<file path="src/rtl/bsc_pkg.sv">
// Shared constants and helpers for the barometric sensor compensation block.
`default_nettype none

package bsc_pkg;

    // Datapath word width (C uint32_t arithmetic)
    localparam int unsigned W = 32;

    // Configuration register indexes
    localparam logic [1:0] CFG_TEMP    = 2'd0;
    localparam logic [1:0] CFG_PRESS_A = 2'd1;
    localparam logic [1:0] CFG_PRESS_B = 2'd2;
    localparam logic [1:0] CFG_PRESS_C = 2'd3;

    // Compensation constants
    localparam logic [W-1:0] K_X1_OFFSET = 32'd64000;
    localparam logic [W-1:0] K_ADC_FULL  = 32'd1048576;
    localparam logic [W-1:0] K_PSCALE    = 32'd3125;
    localparam logic [W-1:0] K_HALF_ONE  = 32'd32768;
    localparam logic [W-1:0] K_ROUND     = 32'd128;

    // Sign-extend a 16-bit calibration halfword
    function automatic logic [W-1:0] sx16(input logic [15:0] h);
        return {{(W-16){h[15]}}, h};
    endfunction

    // Arithmetic right shift of a 32-bit word
    function automatic logic [W-1:0] asr(input logic [W-1:0] v, input logic [4:0] s);
        return $unsigned($signed(v) >>> s);
    endfunction

endpackage

`default_nettype wire

</file>
<file path="src/rtl/bsc_mul.sv">
// Bit-serial 32x32 multiplier, low 32 bits of the product, one bit per cycle.
`default_nettype none

module bsc_mul (
    input  wire logic                 i_clk,
    input  wire logic                 i_rst_n,
    input  wire logic                 i_start,
    input  wire logic [bsc_pkg::W-1:0] i_a,
    input  wire logic [bsc_pkg::W-1:0] i_b,
    output logic                      o_done,
    output logic [bsc_pkg::W-1:0]     o_res
);
    import bsc_pkg::*;

    localparam int unsigned CW = $clog2(W);

    logic [W-1:0]  r_a, r_b, r_acc;
    logic [CW-1:0] r_cnt;
    logic          r_busy, r_done;

    // shift-add: one multiplier bit per cycle
    always_ff @(posedge i_clk) begin
        if (!i_rst_n) begin
            r_busy <= 1'b0;
            r_done <= 1'b0;
            r_cnt  <= '0;
        end else begin
            r_done <= 1'b0;
            if (i_start) begin
                r_busy <= 1'b1;
                r_cnt  <= '0;
            end else if (r_busy) begin
                r_cnt <= r_cnt + 1'b1;
                if (r_cnt == CW'(W - 1)) begin
                    r_busy <= 1'b0;
                    r_done <= 1'b1;
                end
            end
        end
    end

    // operand and accumulator words
    always_ff @(posedge i_clk) begin
        if (i_start) begin
            r_a   <= i_a;
            r_b   <= i_b;
            r_acc <= '0;
        end else if (r_busy) begin
            r_acc <= r_acc + (r_b[0] ? r_a : '0);
            r_a   <= {r_a[W-2:0], 1'b0};
            r_b   <= {1'b0, r_b[W-1:1]};
        end
    end

    assign o_done = r_done;
    assign o_res  = r_acc;

endmodule

`default_nettype wire

</file>
<file path="src/rtl/bsc_div.sv">
// Bit-serial restoring divider, 32-bit unsigned quotient, one bit per cycle.
`default_nettype none

module bsc_div (
    input  wire logic                 i_clk,
    input  wire logic                 i_rst_n,
    input  wire logic                 i_start,
    input  wire logic [bsc_pkg::W-1:0] i_num,
    input  wire logic [bsc_pkg::W-1:0] i_den,
    output logic                      o_done,
    output logic [bsc_pkg::W-1:0]     o_quo
);
    import bsc_pkg::*;

    localparam int unsigned CW = $clog2(W);

    logic [W-1:0]  r_rem, r_quo, r_den;
    logic [CW-1:0] r_cnt;
    logic          r_busy, r_done;
    logic [W:0]    w_trial;
    logic          w_fit;

    // shift in the next numerator bit and try a subtract
    assign w_trial = {r_rem, r_quo[W-1]};
    assign w_fit   = (w_trial >= {1'b0, r_den});

    always_ff @(posedge i_clk) begin
        if (!i_rst_n) begin
            r_busy <= 1'b0;
            r_done <= 1'b0;
            r_cnt  <= '0;
        end else begin
            r_done <= 1'b0;
            if (i_start) begin
                r_busy <= 1'b1;
                r_cnt  <= '0;
            end else if (r_busy) begin
                r_cnt <= r_cnt + 1'b1;
                if (r_cnt == CW'(W - 1)) begin
                    r_busy <= 1'b0;
                    r_done <= 1'b1;
                end
            end
        end
    end

    always_ff @(posedge i_clk) begin
        if (i_start) begin
            r_rem <= '0;
            r_quo <= i_num;
            r_den <= i_den;
        end else if (r_busy) begin
            r_rem <= w_fit ? W'(w_trial - {1'b0, r_den}) : w_trial[W-1:0];
            r_quo <= {r_quo[W-2:0], w_fit};
        end
    end

    assign o_done = r_done;
    assign o_quo  = r_quo;

endmodule

`default_nettype wire

</file>
<file path="src/rtl/barometric_sensor_compensation.sv">
// Top level: sequencer that runs temperature and pressure compensation on serial units.
//
// Usage: an input word (i_func, i_raw_value) is taken on i_valid & o_ready.
// i_func 0 compensates a temperature and updates the kept fine temperature;
// i_func 1 compensates a pressure using the last fine temperature.
// One result word per input word leaves on o_valid & i_ready.
// Every product goes through a 1-bit-per-cycle multiplier, and the division is
// also 1 bit per cycle. A temperature word takes 3 products, a pressure word
// 10 products and one divide, or 7 products when the divisor is zero.
// One word is in work at a time.
// The result sits in an output register, so a new word is accepted while
// the previous result waits; a stalled receiver holds the next result in
// the finishing step until the output register frees.
// Reset (synchronous, active low) clears the calibration registers, the
// fine temperature and all handshake state. Calibration is written through
// i_cfg_we/i_cfg_idx/i_cfg_data; the user must do so only while idle, which the block does not enforce.
`default_nettype none

module barometric_sensor_compensation (
    input  wire logic        i_clk,
    input  wire logic        i_rst_n,
    input  wire logic        i_valid,
    output logic             o_ready,
    input  wire logic        i_func,
    input  wire logic [19:0] i_raw_value,
    output logic             o_valid,
    input  wire logic        i_ready,
    output logic             o_kind,
    output logic signed [31:0] o_temperature_centi,
    output logic [31:0]      o_pressure_pa,
    output logic             o_invalid,
    input  wire logic        i_cfg_we,
    input  wire logic [1:0]  i_cfg_idx,
    input  wire logic [63:0] i_cfg_data
);
    import bsc_pkg::*;

    typedef enum logic [5:0] {
        ST_IDLE    = 6'b000001,
        ST_MLAUNCH = 6'b000010,
        ST_MWAIT   = 6'b000100,
        ST_DLAUNCH = 6'b001000,
        ST_DWAIT   = 6'b010000,
        ST_DONE    = 6'b100000
    } t_state;

    typedef enum logic [12:0] {
        S_T1  = 13'b0000000000001,
        S_T2  = 13'b0000000000010,
        S_T3  = 13'b0000000000100,
        S_P1  = 13'b0000000001000,
        S_P2  = 13'b0000000010000,
        S_P3  = 13'b0000000100000,
        S_P4  = 13'b0000001000000,
        S_P5  = 13'b0000010000000,
        S_P6  = 13'b0000100000000,
        S_P7  = 13'b0001000000000,
        S_P8  = 13'b0010000000000,
        S_P9  = 13'b0100000000000,
        S_P10 = 13'b1000000000000
    } t_step;

    // calibration registers
    logic [47:0] r_tcal;
    logic [63:0] r_pcal_a, r_pcal_b;
    logic [15:0] r_pcal_c;

    // sequencer and working registers
    t_state       r_state, n_state;
    t_step        r_step, n_step;
    logic [W-1:0] r_ft, n_ft;
    logic [W-1:0] r_acc, n_acc;
    logic [W-1:0] r_qq, n_qq;
    logic [W-1:0] r_x1, n_x1;
    logic [W-1:0] r_x2, n_x2;
    logic [W-1:0] r_p, n_p;
    logic         r_bad, n_bad;
    logic [19:0]  r_adc, n_adc;
    logic         r_kind, n_kind;

    // output register
    logic         r_out_valid, n_out_valid;
    logic         r_out_kind, r_out_bad;
    logic [W-1:0] r_out_temp, r_out_press;

    logic [W-1:0] w_op_a, w_op_b, w_mul_res, w_quo, w_tdiff, w_temp;
    logic         w_mul_done, w_div_done, w_take, w_load;

    // calibration halfwords
    logic [15:0] w_t1;
    logic [W-1:0] w_t2, w_t3, w_p2, w_p3, w_p5, w_p6, w_p7, w_p8, w_p9;
    assign w_t1 = r_tcal[15:0];
    assign w_t2 = sx16(r_tcal[31:16]);
    assign w_t3 = sx16(r_tcal[47:32]);
    assign w_p2 = sx16(r_pcal_a[31:16]);
    assign w_p3 = sx16(r_pcal_a[47:32]);
    assign w_p5 = sx16(r_pcal_b[15:0]);
    assign w_p6 = sx16(r_pcal_b[31:16]);
    assign w_p7 = sx16(r_pcal_b[47:32]);
    assign w_p8 = sx16(r_pcal_b[63:48]);
    assign w_p9 = sx16(r_pcal_c);

    assign w_tdiff = {16'b0, r_adc[19:4]} - {16'b0, w_t1};

    // calibration write port
    always_ff @(posedge i_clk) begin
        if (!i_rst_n) begin
            r_tcal   <= '0;
            r_pcal_a <= '0;
            r_pcal_b <= '0;
            r_pcal_c <= '0;
        end else if (i_cfg_we) begin
            unique case (i_cfg_idx)
                CFG_TEMP:    r_tcal   <= i_cfg_data[47:0];
                CFG_PRESS_A: r_pcal_a <= i_cfg_data;
                CFG_PRESS_B: r_pcal_b <= i_cfg_data;
                CFG_PRESS_C: r_pcal_c <= i_cfg_data[15:0];
                default:     r_pcal_c <= r_pcal_c;
            endcase
        end
    end

    // multiplier operand select per step
    always_comb begin
        w_op_a = '0;
        w_op_b = '0;
        unique case (r_step)
            S_T1: begin
                w_op_a = {15'b0, r_adc[19:3]} - {15'b0, w_t1, 1'b0};
                w_op_b = w_t2;
            end
            S_T2: begin
                w_op_a = w_tdiff;
                w_op_b = w_tdiff;
            end
            S_T3: begin
                w_op_a = asr(r_qq, 5'd12);
                w_op_b = w_t3;
            end
            S_P1: begin
                w_op_a = asr(r_x1, 5'd2);
                w_op_b = asr(r_x1, 5'd2);
            end
            S_P2: begin
                w_op_a = asr(r_qq, 5'd11);
                w_op_b = w_p6;
            end
            S_P3: begin
                w_op_a = r_x1;
                w_op_b = w_p5;
            end
            S_P4: begin
                w_op_a = w_p3;
                w_op_b = asr(r_qq, 5'd13);
            end
            S_P5: begin
                w_op_a = w_p2;
                w_op_b = r_x1;
            end
            S_P6: begin
                w_op_a = K_HALF_ONE + r_x1;
                w_op_b = {16'b0, r_pcal_a[15:0]};
            end
            S_P7: begin
                w_op_a = (K_ADC_FULL - {12'b0, r_adc}) - asr(r_x2, 5'd12);
                w_op_b = K_PSCALE;
            end
            S_P8: begin
                w_op_a = {3'b0, r_p[W-1:3]};
                w_op_b = {3'b0, r_p[W-1:3]};
            end
            S_P9: begin
                w_op_a = w_p9;
                w_op_b = r_acc;
            end
            S_P10: begin
                w_op_a = {2'b0, r_p[W-1:2]};
                w_op_b = w_p8;
            end
            default: begin
                w_op_a = '0;
                w_op_b = '0;
            end
        endcase
    end

    bsc_mul u_mul (
        .i_clk   (i_clk),
        .i_rst_n (i_rst_n),
        .i_start (r_state == ST_MLAUNCH),
        .i_a     (w_op_a),
        .i_b     (w_op_b),
        .o_done  (w_mul_done),
        .o_res   (w_mul_res)
    );

    bsc_div u_div (
        .i_clk   (i_clk),
        .i_rst_n (i_rst_n),
        .i_start (r_state == ST_DLAUNCH),
        .i_num   (r_p[W-1] ? r_p : {r_p[W-2:0], 1'b0}),
        .i_den   (r_x1),
        .o_done  (w_div_done),
        .o_quo   (w_quo)
    );

    assign o_ready = (r_state == ST_IDLE);
    assign w_take  = i_valid && o_ready;
    assign w_load  = (r_state == ST_DONE) && (!r_out_valid || i_ready);

    // sequencer and write-back
    always_comb begin
        n_state = r_state;
        n_step  = r_step;
        n_ft    = r_ft;
        n_acc   = r_acc;
        n_qq    = r_qq;
        n_x1    = r_x1;
        n_x2    = r_x2;
        n_p     = r_p;
        n_bad   = r_bad;
        n_adc   = r_adc;
        n_kind  = r_kind;
        unique case (r_state)
            ST_IDLE: begin
                if (w_take) begin
                    n_adc   = i_raw_value;
                    n_kind  = i_func;
                    n_bad   = 1'b0;
                    n_x1    = asr(r_ft, 5'd1) - K_X1_OFFSET;
                    n_step  = i_func ? S_P1 : S_T1;
                    n_state = ST_MLAUNCH;
                end
            end
            ST_MLAUNCH: n_state = ST_MWAIT;
            ST_MWAIT: begin
                if (w_mul_done) begin
                    n_state = ST_MLAUNCH;
                    unique case (r_step)
                        S_T1: begin
                            n_acc  = asr(w_mul_res, 5'd11);
                            n_step = S_T2;
                        end
                        S_T2: begin
                            n_qq   = w_mul_res;
                            n_step = S_T3;
                        end
                        S_T3: begin
                            n_ft    = r_acc + asr(w_mul_res, 5'd14);
                            n_state = ST_DONE;
                        end
                        S_P1: begin
                            n_qq   = w_mul_res;
                            n_step = S_P2;
                        end
                        S_P2: begin
                            n_x2   = w_mul_res;
                            n_step = S_P3;
                        end
                        S_P3: begin
                            n_x2 = asr(r_x2 + {w_mul_res[W-2:0], 1'b0}, 5'd2)
                                 + {r_pcal_a[63:48], 16'b0};
                            n_step = S_P4;
                        end
                        S_P4: begin
                            n_acc  = w_mul_res;
                            n_step = S_P5;
                        end
                        S_P5: begin
                            n_x1 = asr(asr(r_acc, 5'd3) + asr(w_mul_res, 5'd1), 5'd18);
                            n_step = S_P6;
                        end
                        S_P6: begin
                            n_x1   = asr(w_mul_res, 5'd15);
                            n_step = S_P7;
                        end
                        S_P7: begin
                            n_p = w_mul_res;
                            // zero divisor: flag and finish
                            if (r_x1 == '0) begin
                                n_bad   = 1'b1;
                                n_state = ST_DONE;
                            end else begin
                                n_state = ST_DLAUNCH;
                            end
                        end
                        S_P8: begin
                            n_acc  = {13'b0, w_mul_res[W-1:13]};
                            n_step = S_P9;
                        end
                        S_P9: begin
                            n_acc  = asr(w_mul_res, 5'd12);
                            n_step = S_P10;
                        end
                        S_P10: begin
                            n_p = r_p + asr(r_acc + asr(w_mul_res, 5'd13) + w_p7, 5'd4);
                            n_state = ST_DONE;
                        end
                        default: n_state = ST_DONE;
                    endcase
                end
            end
            ST_DLAUNCH: n_state = ST_DWAIT;
            ST_DWAIT: begin
                if (w_div_done) begin
                    n_p     = r_p[W-1] ? {w_quo[W-2:0], 1'b0} : w_quo;
                    n_step  = S_P8;
                    n_state = ST_MLAUNCH;
                end
            end
            ST_DONE: begin
                if (w_load) n_state = ST_IDLE;
            end
            default: n_state = ST_IDLE;
        endcase
    end

    // temperature = (ft * 5 + 128) >> 8
    assign w_temp = asr(r_ft + {r_ft[W-3:0], 2'b0} + K_ROUND, 5'd8);

    // output handshake
    always_comb begin
        n_out_valid = r_out_valid;
        if (w_load)       n_out_valid = 1'b1;
        else if (i_ready) n_out_valid = 1'b0;
    end

    always_ff @(posedge i_clk) begin
        if (!i_rst_n) begin
            r_state     <= ST_IDLE;
            r_step      <= S_T1;
            r_ft        <= '0;
            r_out_valid <= 1'b0;
        end else begin
            r_state     <= n_state;
            r_step      <= n_step;
            r_ft        <= n_ft;
            r_out_valid <= n_out_valid;
        end
    end

    always_ff @(posedge i_clk) begin
        r_acc  <= n_acc;
        r_qq   <= n_qq;
        r_x1   <= n_x1;
        r_x2   <= n_x2;
        r_p    <= n_p;
        r_bad  <= n_bad;
        r_adc  <= n_adc;
        r_kind <= n_kind;
        if (w_load) begin
            r_out_kind  <= r_kind;
            r_out_bad   <= r_kind & r_bad;
            r_out_temp  <= r_kind ? '0 : w_temp;
            r_out_press <= (r_kind && !r_bad) ? r_p : '0;
        end
    end

    assign o_valid             = r_out_valid;
    assign o_kind              = r_out_kind;
    assign o_temperature_centi = $signed(r_out_temp);
    assign o_pressure_pa       = r_out_press;
    assign o_invalid           = r_out_bad;

    // checks
    a_state_onehot: assert property (@(posedge i_clk) disable iff (!i_rst_n)
        $onehot(r_state)) else $error("sequencer state not one-hot");

    a_idle_units_quiet: assert property (@(posedge i_clk) disable iff (!i_rst_n)
        (r_state == ST_IDLE) |-> (!w_mul_done && !w_div_done))
        else $error("serial unit finished while idle");

    a_bad_zero: assert property (@(posedge i_clk) disable iff (!i_rst_n)
        (r_out_valid && r_out_bad) |-> (r_out_press == '0))
        else $error("invalid result with nonzero pressure");

    a_temp_fields: assert property (@(posedge i_clk) disable iff (!i_rst_n)
        (r_out_valid && !r_out_kind) |-> (r_out_press == '0 && !r_out_bad))
        else $error("temperature result carries pressure fields");

    a_load_frees: assert property (@(posedge i_clk) disable iff (!i_rst_n)
        w_load |=> (r_state == ST_IDLE && r_out_valid))
        else $error("result load did not return to idle");

endmodule

`default_nettype wire
</file>
<file path="config.mk">
export PLATFORM = sky130hd
export DESIGN_NAME = barometric_sensor_compensation
export DESIGN_NICKNAME = d
export VERILOG_FILES = /design/src/rtl/bsc_pkg.sv /design/src/rtl/bsc_mul.sv /design/src/rtl/bsc_div.sv /design/src/rtl/barometric_sensor_compensation.sv
export SDC_FILE = /design/constraint.sdc
export NUM_CORES = 2
export LEC_CHECK = 0
export ABC_AREA = 1
export CORE_ASPECT_RATIO = 1.75
export CORE_MARGIN = 1.5
export CORE_UTILIZATION = 32
export CTS_CLUSTER_SIZE = 10
export DETAILED_ROUTE_END_ITERATION = 7
export DONT_BUFFER_PORTS = 1
export PLACE_DENSITY = 0.46
export SETUP_SLACK_MARGIN = 0.4
export SLEW_MARGIN = 30
export SYNTH_ARGS = -nofsm -noshare
export SYNTH_HDL_FRONTEND = slang
export SYNTH_HIERARCHICAL = 1
export SYNTH_SLANG_ARGS = --single-unit
export TNS_END_PERCENT = 10
</file>
<file path="constraint.sdc">
create_clock -name i_clk -period 8.39 [get_ports i_clk]
set_input_delay 1.678 -clock i_clk [delete_from_list [all_inputs] [get_ports i_clk]]
set_output_delay 1.678 -clock i_clk [all_outputs]
set_load 0.01 [all_outputs]
</file>
==> Flow_metrics.wiki <==
{| class="wikitable"
! Metric !! Value
|-
| DRC violation count after routing || 0
|-
| Design Area, Final || between 50,000 and 60,000 um^2
|-
| Run status || completed
|-
| I/O Buffers || 0
|-
| Half-perimeter wire length of the detailed placement result || 203 mm
|-
| Final count of pins violating max slew || 0
|-
| Count of different cell masters after synthesis || 71
|-
| Top flip-flop cell by instance count after synthesis || edfxtp_1
|-
| Floorplan die area || 160,000 um^2
|-
| Maximum clock frequency || roughly 170 MHz
|-
| Via count of the first global-routing pass || 50,451
|-
| Worst Skew || 44.9 ps
|-
| DIE HEIGHT || 528 um
|-
| First-pass DRT Iterations || 5
|-
| Gr usage total || 0.315
|-
| Number of synthesized register bits || 678
|-
| Crit Path Category || flop to flop
|-
| Initial antenna violation count || 13
|-
| Largest net degree at the start of global routing || 223
|-
| Final Hold Fails || 0
|-
| Number of levels the H-tree was split into || 3
|-
| Post-CTS Hold Buffers || 0
|-
| Total CTS buffers || 83
|-
| Clk root buf || clkbuf_16
|-
| Number of instances in the synthesized netlist || 7,220
|-
| WL final || between 200 and 300 mm
|-
| Startpoint Class || flop
|-
| Core Area || 157,000 um^2
|-
| Maximum number of buffers from clock root to sink || 3
|-
| Syn Std Cell Area || between 50,000 and 60,000 um^2
|-
| Area growth from synthesis to final layout || 10.1%
|-
| Number of nets in the layout || 7,632
|-
| Slew at the pin with the worst max-slew slack || around 1100 ps
|-
| Layout cell share with drive strength beyond 1 || 0.0518
|-
| Largest registers || r_pcal_a: 64 flops, r_pcal_b: 64 flops, r_tcal: 48 flops
|-
| Cell types occupying the most area after synthesis || edfxtp_1 21%, nand2_1 13%, dfxtp_1 13%
|-
| Final antenna-violating net count || 0
|-
| Tmin final || 6000 ps
|-
| Drt first-iter violations || 4,498
|-
| Clock-pin slew of the registers on the worst-case setup and hold paths || approximately 60 ps
|-
| Count of flip-flops with a built-in enable after synthesis || 356
|-
| Number of gates resized after CTS || 0
|-
| IR drop worst, VDD || around 0.17 mV
|-
| Portion of synthesized cell area occupied by the leading cell type || 0.212
|-
| Effective utilization at floorplan || 0.322
|-
| P per Cell Area || 339 nW/um^2
|-
| TritonCTS clock tree || yes
|-
| CP max FO || 8
|-
| Critical Path AT || approximately 6500 ps
|-
| Vias after detailed routing || 50,939
|-
| Post-CTS setup-driven buffer insertion count || 0
|-
| Clock Sinks || 678
|-
| Area leader, netlist || edfxtp_1
|-
| Horizontal extent of the die || 303 um
|-
| Final estimated routing congestion in global placement || 1.02
|-
| Vias per Instance || 5.49
|-
| Congestion Overflow GR || 0
|-
| Yosys warning count || 6
|-
| Setup TNS || 0 ps
|-
| Portion of the post-synthesis area used by sequential elements || 0.339
|-
| Worst-case setup margin in the final layout || 2390 ps
|-
| Post-placement setup slack || between 2000 and 3000 ps
|-
| Type of the most critical hold path || flop to flop
|-
| # rows || between 150 and 200
|-
| Wire length of the first global-routing pass || 361 mm
|-
| Net count after synthesis || 7,679
|-
| Setup repair after global routing missed its margin || false
|-
| Per-cell routed wire length || 27.6 um
|-
| Max capacitance violation total || 0
|-
| Crit path required time || 8850 ps
|-
| Number of failing setup endpoints in the final timing report || 0
|-
| Instance area at placement || 52,900 um^2
|-
| Most frequent cells in the layout || 1,748 x nand2_1, 980 x inv_1, 738 x nor2_1
|-
| Share of flip-flops with an asynchronous set or reset after synthesis || 0
|-
| Mean Syn Cell Area || 6.99 um^2
|-
| Worst slew margin relative to its limit || 0.252
|-
| Final worst path period share || 0.715
|-
| Insertion delay to the later sink of the worst-skew pair || 740 ps
|-
| P_leak || 25.5 nW
|-
| Top-level port count || 160
|-
| Setup crit end kind || flop
|-
| Final total power || 18.8 mW
|-
| Most common cell after layout, fill and taps aside || nand2_1
|}
-- final timing paths --
path | start | to | slack (ps) | depth (start not counted)
setup reg to reg | u_mul/o_res[16] | r_p[27] | 2390 | 25
hold reg to reg | u_div/r_cnt[2] | u_div/r_cnt[2] | 450 | 1
setup / recovery | u_mul/o_res[16] | r_p[27] | 2390 | 25
hold / removal | u_div/r_cnt[2] | u_div/r_cnt[2] | 450 | 1
-- layout make-up --
type | count | area, um^2
Multi-Input combinational cell | 5293 | 28600
Inverter | 1017 | 3830
Sequential cell | 678 | 17100
Clock buffer | 133 | 2380
Clock inverter | 18 | 304
Fill cell | 17090 | 101000
Tap cell | 2037 | 2550
Antenna cell | 4 | 10.0
Timing Repair Buffer | 100 | 771
-- Yosys cell counts (all sizes together), types with 15 or more instances --
| cell type | n |
|---|---|
| nor2 | 768 |
| edfxtp | 356 |
| nand3b | 22 |
| o21bai | 37 |
| fa | 37 |
| or2 | 30 |
| ha | 330 |
| a211oi | 15 |
| a221oi | 36 |
| dfxtp | 322 |
| a22oi | 16 |
| xor2 | 89 |
| a21boi | 16 |
| o21ai | 630 |
| o22ai | 86 |
| inv | 1007 |
| a31oi | 35 |
| xnor2 | 63 |
| nor3 | 98 |
| clkbuf | 136 |
| a21oi | 566 |
| nand4 | 71 |
| buf | 96 |
| o211ai | 23 |
| o221ai | 18 |
| nor4 | 35 |
| a21o | 35 |
| o21a | 15 |
| nand3 | 382 |
| nand2 | 1786 |
-- cells by family after synthesis --
family / count (synthesis) / synth area share
and+or+nand+nor: 3202 / 0.267
AOI/OAI and AO/OA: 1569 / 0.174
buffers and inverters: 1249 / 0.0967
DFF: 678 / 0.339
adders and majority gates: 367 / 0.0964
xor gates and xnor gates: 152 / 0.0264
muxes: 3 / 0.000595
-- per-stage QoR --
| stage | utilization | hold WS [ps] | cells |
|---|---|---|---|
| 2_1_floorplan | - | 420 | 7220 |
| 3_3_place_gp | 0.337 | 432 | 9124 |
| 3_5_place_dp | 0.338 | 436 | 9125 |
| 4_1_cts | 0.355 | 449 | 9276 |
| 5_1_grt | 0.355 | 462 | 9278 |
| 6_report | 0.355 | 451 | 9280 |
-- power by group --
| group | internal (mW) | switching [mW] |
|---|---|---|
| logic | 3.08 | 7.46 |
| registers | 4.05 | 0.525 |
| clock network | 2.08 | 1.63 |
-- critical path: stages, from the launching register on --
cell	delay (ps)
dfxtp_1	840
inv_1	360
fa_1	570
inv_1	50
ha_1	370
a21oi_1	260
o21ai_0	140
nand2_1	90
nand3_1	260
nand2_1	180
nand2_1	150
nand2_1	110
o2111ai_1	190
xor2_1	200
inv_1	60
ha_1	390
nand2_1	120
nor2_1	120
inv_1	90
nor2_1	150
nand2_1	60
o21ai_0	510
or2_2	210
nand3_1	80
nand2_1	100
nand2_1	50
-- layer usage --
layer,up-vias,part of all wire,GRT usage
met1,24410,0.37,0.347
met2,1953,0.49,0.555
met5,-,0.00011,0
met4,4,0.074,0.199
li1,23920,-,-
met3,652,0.059,0.0508
(Power assumes the default switching activity.)
